File: src/rtl/rhh_pkg.sv
// shared types and constants of the robin hood hash table
// no dependencies
package rhh_pkg;

  localparam int CMD_W    = 3;
  localparam int HASH_W   = 48;
  localparam int POS_W    = 10;
  localparam int FILL_W   = 10;
  localparam int STATUS_W = 3;
  localparam int COUNT_W  = 11;

  localparam logic [FILL_W-1:0] MAX_FILL_RESET = 10'd614;

  localparam logic [CMD_W-1:0] CMD_SET    = 3'd0;
  localparam logic [CMD_W-1:0] CMD_GET    = 3'd1;
  localparam logic [CMD_W-1:0] CMD_DELETE = 3'd2;
  localparam logic [CMD_W-1:0] CMD_PROBE  = 3'd3;
  localparam logic [CMD_W-1:0] CMD_CLEAR  = 3'd4;

  typedef enum logic [STATUS_W-1:0] {
    ST_INSERTED = 3'd0,
    ST_REPLACED = 3'd1,
    ST_FOUND    = 3'd2,
    ST_NONE     = 3'd3,
    ST_FULL     = 3'd4,
    ST_CLEARED  = 3'd5
  } status_t;

  typedef enum logic [3:0] {
    S_INIT, S_IDLE, S_DISP, S_SRD, S_SEV, S_FRD, S_FEV, S_DRD, S_DEV, S_CLR, S_OUT
  } state_t;

  typedef enum logic [3:0] {
    OP_NOP, OP_CAPTURE, OP_READ, OP_SET_EVAL, OP_FIND_EVAL, OP_SHIFT_EVAL,
    OP_CLEAR_STEP, OP_PUSH
  } dp_op_t;

  typedef struct packed {
    dp_op_t op;
  } ctl_t;

  typedef struct packed {
    logic             empty;
    logic             match;
    logic             dib_le1;
    logic             full;
    logic             clr_last;
    logic             out_free;
    logic [CMD_W-1:0] cmd;
  } sts_t;

endpackage

File: src/rtl/rhh_ctrl.sv
// controller state machine: sequences reads and evaluations of the datapath
// depends on rhh_pkg; commands rhh_dp through ctl_t, reads sts_t
module rhh_ctrl (
  input  logic          clk,
  input  logic          rst_n,
  input  logic          in_valid,
  output logic          in_ready,
  input  rhh_pkg::sts_t sts,
  output rhh_pkg::ctl_t ctl
);

  rhh_pkg::state_t state_r, state_nxt;

  always_ff @(posedge clk) begin
    if (!rst_n) begin
      state_r <= rhh_pkg::S_INIT;
    end else begin
      state_r <= state_nxt;
    end
  end

  always_comb begin
    state_nxt = state_r;
    ctl.op    = rhh_pkg::OP_NOP;
    in_ready  = 1'b0;
    unique case (state_r)
      rhh_pkg::S_INIT: begin
        ctl.op = rhh_pkg::OP_CLEAR_STEP;
        if (sts.clr_last) state_nxt = rhh_pkg::S_IDLE;
      end
      rhh_pkg::S_IDLE: begin
        in_ready = 1'b1;
        if (in_valid) begin
          ctl.op    = rhh_pkg::OP_CAPTURE;
          state_nxt = rhh_pkg::S_DISP;
        end
      end
      rhh_pkg::S_DISP: begin
        unique case (sts.cmd)
          rhh_pkg::CMD_SET:    state_nxt = sts.full ? rhh_pkg::S_OUT : rhh_pkg::S_SRD;
          rhh_pkg::CMD_GET,
          rhh_pkg::CMD_DELETE,
          rhh_pkg::CMD_PROBE:  state_nxt = rhh_pkg::S_FRD;
          rhh_pkg::CMD_CLEAR:  state_nxt = rhh_pkg::S_CLR;
          default:             state_nxt = rhh_pkg::S_OUT;
        endcase
      end
      rhh_pkg::S_SRD: begin
        ctl.op    = rhh_pkg::OP_READ;
        state_nxt = rhh_pkg::S_SEV;
      end
      rhh_pkg::S_SEV: begin
        ctl.op    = rhh_pkg::OP_SET_EVAL;
        state_nxt = (sts.empty || sts.match) ? rhh_pkg::S_OUT : rhh_pkg::S_SRD;
      end
      rhh_pkg::S_FRD: begin
        ctl.op    = rhh_pkg::OP_READ;
        state_nxt = rhh_pkg::S_FEV;
      end
      rhh_pkg::S_FEV: begin
        ctl.op = rhh_pkg::OP_FIND_EVAL;
        priority if (sts.cmd == rhh_pkg::CMD_PROBE || sts.empty) begin
          state_nxt = rhh_pkg::S_OUT;
        end else if (sts.match) begin
          state_nxt = (sts.cmd == rhh_pkg::CMD_DELETE) ? rhh_pkg::S_DRD : rhh_pkg::S_OUT;
        end else begin
          state_nxt = rhh_pkg::S_FRD;
        end
      end
      rhh_pkg::S_DRD: begin
        ctl.op    = rhh_pkg::OP_READ;
        state_nxt = rhh_pkg::S_DEV;
      end
      rhh_pkg::S_DEV: begin
        ctl.op    = rhh_pkg::OP_SHIFT_EVAL;
        state_nxt = sts.dib_le1 ? rhh_pkg::S_OUT : rhh_pkg::S_DRD;
      end
      rhh_pkg::S_CLR: begin
        ctl.op = rhh_pkg::OP_CLEAR_STEP;
        if (sts.clr_last) state_nxt = rhh_pkg::S_OUT;
      end
      rhh_pkg::S_OUT: begin
        if (sts.out_free) begin
          ctl.op    = rhh_pkg::OP_PUSH;
          state_nxt = rhh_pkg::S_IDLE;
        end
      end
      default: state_nxt = rhh_pkg::S_INIT;
    endcase
  end

endmodule

File: config.mk
export PLATFORM = sky130hd
export DESIGN_NAME = rhh_ctrl
export DESIGN_NICKNAME = d
export VERILOG_FILES = /design/src/rtl/rhh_pkg.sv /design/src/rtl/rhh_ctrl.sv
export SDC_FILE = /design/constraint.sdc
export NUM_CORES = 1
export LEC_CHECK = 0
export ABC_AREA = 0
export BUFFER_PORTS_ARGS = -buffer_cell sky130_fd_sc_hd__buf_2
export CORE_MARGIN = 2
export CORE_UTILIZATION = 40
export CTS_BUF_LIST = sky130_fd_sc_hd__clkbuf_2 sky130_fd_sc_hd__clkbuf_4 sky130_fd_sc_hd__clkbuf_8
export CTS_CLUSTER_DIAMETER = 50
export CTS_CLUSTER_SIZE = 24
export DETAILED_ROUTE_END_ITERATION = 10
export PLACE_DENSITY = 0.65
export SLEW_MARGIN = 20
export SYNTH_ARGS = -nofsm -noshare
export SYNTH_HDL_FRONTEND = slang
export SYNTH_SLANG_ARGS = --single-unit
File: constraint.sdc
create_clock -name clk -period 1.4 [get_ports clk]
set_input_delay 0.28 -clock clk [delete_from_list [all_inputs] [get_ports clk]]
set_output_delay 0.28 -clock clk [all_outputs]
set_load 0.005 [all_outputs]
# Word level (Yosys, flattened, before mapping)
# Cells that the tools add are included.
# op_classes
n_shift,0
bitwise_logic,0
mux,16
div_mod_pow,0
addsub,0
eq_ne,18
n_lt_le_gt_ge,0
multipliers,0
reduce_logical,8
# op_table
cell,n
$pmux W4 S11,1
$mux W4,10
$pmux W3 S7,1
$eq A4 B3 Y1 const B,4
$eq A4 B4 Y1 const B,3
$pmux W4 S3,1
$eq A4 B2 Y1 const B,2
$ne A2 B2 Y1 const B,4
$eq A3 B2 Y1 const B,2
$reduce_or A3 Y1,2
$eq A4 B1 Y1 const B,1
$logic_not A4 Y1,1
$reduce_and A4 Y1,1
$eq A3 B1 Y1 const B,1
$eq A3 B3 Y1 const B,1
$logic_not A3 Y1,1
$mux W3,1
$logic_or A1 B1 Y1,2
$mux W1,2
$reduce_or A2 Y1,1
# word_totals
ram_bits,0
rom_bits,0
ff_bits,4
word_cells,43
mem_count,0
inputBits,12
latch_bits,0
out_inout_bits,5

# Longest topological paths before layout
# depth
ltp_word,5
depth_mapped,7
ltp_nobuf,5

# Worst setup path after synthesis
# No wires, ideal clock.
# synth_path
kind,register -> register
startpoint,register state_r[3]
endpoint,register state_r[0]
period_less_slack_ps,1518
n_path_buf,1
t_arrival_ps,1401
slack_ps,-118
path_stages_with_launch,6
required_ps,1283
setup_time_ps,117
cell_sequence,dfxtp_1 buf_6 or4b_4 a21oi_2 nor3_1 a32o_1
# synth_between
elab_chain_cells,3
word_cells_on_any_way,17
classes_between,14 x eq/ne; 1 x mux; 2 x reduce/logical
# synth_lines
element,line,text
start: declaration,rhh_ctrl.sv:12,"rhh_pkg::state_t state_r, state_nxt;"
start signal: assignment,rhh_ctrl.sv:16,state_r <= rhh_pkg::S_INIT;
start signal: assignment,rhh_ctrl.sv:18,state_r <= state_nxt;
$eq A4 B4 Y1 (tied with other cells),rhh_ctrl.sv:26,unique case (state_r)
$ne A2 B2 Y1 (no source line),n/a,
$reduce_and A4 Y1 (no source line),n/a,
# Parallel ways exist; a longest one is shown, timed or not.
# A chain may end at the register's enable or synchronous reset.

==> flow_summary.json <==
{
  "violations": "negative setup slack",
  "grt_pass1_vias": 814,
  "start_util": 0.4368,
  "drc": 0,
  "reg2reg_depth": 4,
  "die_area_um2": 1758,
  "synth_edf_count": 0,
  "powerDensity_nw_per_um2": 1583,
  "synth_nets": 98,
  "first_pass_iters": 5,
  "final_cell_mix": "buf_4 (20), buf_2 (15), nor2_1 (8)",
  "wirelength_um": 1930,
  "worstPathRequired_ps": 1120,
  "drv_cap": 0,
  "regToRegSetupSlack_ps": -80,
  "cts_buffer_depth": 2,
  "clock-sinks": 4,
  "vias": 777,
  "die_h_um": 41.93,
  "largest_reg_flops": 4,
  "clk_pin_slew_worst_paths_ps": 40,
  "path_class": "reg -> out",
  "grt_pass1_wl_um": 3318,
  "grt_overflow": 0,
  "clk_latency_ps": 250,
  "finalCriticalPeriod_ps": 1544,
  "fin_area_um2": 932.1,
  "wire_per_inst_um": 14.30,
  "switching_share": 0.4209,
  "dpl-instance-area_um2": 769.5,
  "grt_max_degree": 8,
  "fin_hold_ws_ps": 307.5,
  "fp.coreArea_um2": 1318,
  "place_congestion": 0.8650,
  "vias_per_cell": 5.756,
  "timing.final.crit_share": 1.103,
  "syn_area_um2": 575.6,
  "synthCells": 86,
  "pwr-share-clk": 0.103,
  "regMostFlops": "state_r",
  "ys_seq_area_frac": 0.1391,
  "skew_ps": 10.05,
  "worstHoldStart": "rst_n",
  "status": "finished, violations left",
  "final_common_cell": "buf_4",
  "whs_endpoint": "state_r[2]",
  "track_usage": 0.2422,
  "pin_count": 17,
  "cp.arrival_ps": 1260,
  "p_leak_uw": 0.0004086,
  "internal_power_uw": 854.7,
  "reg2reg_from": "state_r[3]",
  "ys_ff_latch": 4,
  "ys.flop_type": "dfxtp_1",
  "ant_nets": 0,
  "finalSetupTns_ps": -669.6,
  "die_x_um": 41.93,
  "place_hpwl_um": 1309,
  "area_growth_pct": 61.96,
  "r2r_end": "state_r[0]",
  "drive_gt1_frac": 0.5583,
  "ir_worst_vdd_v": 0.0008383,
  "cts_tree": "built",
  "power_uw": 1476,
  "drv_slew": 0,
  "p_comb_frac": 0.756,
  "setup_ws_ps": -143.7,
  "htree_levels": 1,
  "antenna_found_initial": 0,
  "drt_iter0_markers": 12,
  "yosys.cell_types.count": 39,
  "rsz0062_at_grt": "true",
  "ys_warn_count": 0,
  "diodes": 0,
  "setup_violations": 7,
  "power_frac_seq": 0.141,
  "clockRootBuffer": "clkbuf_4",
  "startpoint_type": "flop",
  "rows": 13,
  "hp-class": "in -> reg",
  "numCtsBuffers": 3,
  "fin_nets": 134,
  "avgSynthCellArea_um2": 6.692,
  "hold_viol_final": 0,
  "fmax_mhz": 647.8,
  "fin_util": 0.7075,
  "numPortBuffers": 15,
  "async_reset_ff_frac": 0,
  "switching_power_uw": 621.2,
  "cp_max_fo": 7,
  "worst_setup_path_end_kind": "output port",
  "hold_depth": 2,
  "reg_top3": "state_r (4)"
}
[synth_stat cells (2+ instances only)]
| master | instances | share of area |
|---|---|---|
| a211oi_1 | 2 | 0.026 |
| a21oi_1 | 8 | 0.070 |
| a22oi_1 | 2 | 0.026 |
| buf_2 | 2 | 0.017 |
| buf_6 | 2 | 0.039 |
| clkbuf_1 | 2 | 0.013 |
| dfxtp_1 | 4 | 0.14 |
| nand2_1 | 5 | 0.033 |
| nand2b_1 | 2 | 0.022 |
| nor2_1 | 11 | 0.072 |
| nor2b_1 | 5 | 0.054 |
| nor3_1 | 4 | 0.035 |
| nor4_1 | 2 | 0.022 |
| o21ai_0 | 7 | 0.061 |
| o21ai_1 | 3 | 0.026 |
| or3_1 | 2 | 0.022 |
[cells by family after synthesis]
| family | synth area share |
|---|---|
| AOI/OAI and AO/OA | 0.3522 |
| and+or+nand+nor | 0.3717 |
| other | 0.006515 |
| muxes | 0.01956 |
| DFF | 0.1391 |
| buffers and inverters | 0.09565 |
| xor gates and xnor gates | 0.01522 |
[power by group through the flow]
stage          logic, µW  registers (µW)  clock network [µW]
2_1_floorplan        542             166                   0
3_3_place_gp         838             183                   0
6_report            1120             208                 152
5_1_grt             1230             215                 160
3_5_place_dp         848             183                   0
4_1_cts              985             195                 159
[repair_timing]
item	in CTS	in global routing
hold buffers	0	0
setup buffers	2	2
pin swaps	2	7
resized for setup	21	12
endpoints found under the setup margin	7	7
[worst max path at each step]
| stage | from | to | slack [ps] | cells after the start |
|---|---|---|---|---|
| 2_1_floorplan | state_r[0] | state_r[0] | -80 | 5 |
| 3_3_place_gp | sts[1] | state_r[0] | -190 | 6 |
| 3_5_place_dp | sts[1] | state_r[0] | -220 | 6 |
| 4_1_cts | state_r[1] | ctl[1] | -120 | 5 |
| 5_1_grt | state_r[0] | ctl[0] | -240 | 5 |
| 6_report | state_r[0] | ctl[0] | -140 | 5 |
[metrics by stage]
step | setup WS [ps] | cells
2_1_floorplan | -81.25 | 86
3_3_place_gp | -193.5 | 128
3_5_place_dp | -223.2 | 128
4_1_cts | -122.0 | 133
5_1_grt | -239.6 | 135
6_report | -143.7 | 135
[critical path, cell delays in order, from the launching register on]
cell and delay, ps:
dfxtp_4 360, buf_6 130, nor2b_4 180, a22oi_1 80, o21ai_1 130, buf_2 130
[area by class of cell]
| class | instances | area [µm²] |
|---|---|---|
| Multi-Input combinational cell | 73 | 526.8 |
| Fill cell | 118 | 385.4 |
| Timing Repair Buffer | 38 | 262.8 |
| Sequential cell | 4 | 92.59 |
| Clock buffer | 3 | 22.52 |
| Tap cell | 15 | 18.77 |
| Inverter | 2 | 8.758 |
[per-layer routing]
metal,global-route usage,share of wire,wire [µm],up-vias
met3,0.04783,0.058,111,2
met4,0.1419,0.012,23,0
met5,0,0,0,-
met1,0.2682,0.40,773,369
li1,-,-,-,384
met2,0.4219,0.53,1021,22
No activity file was read; power rests on OpenSTA's default activity.
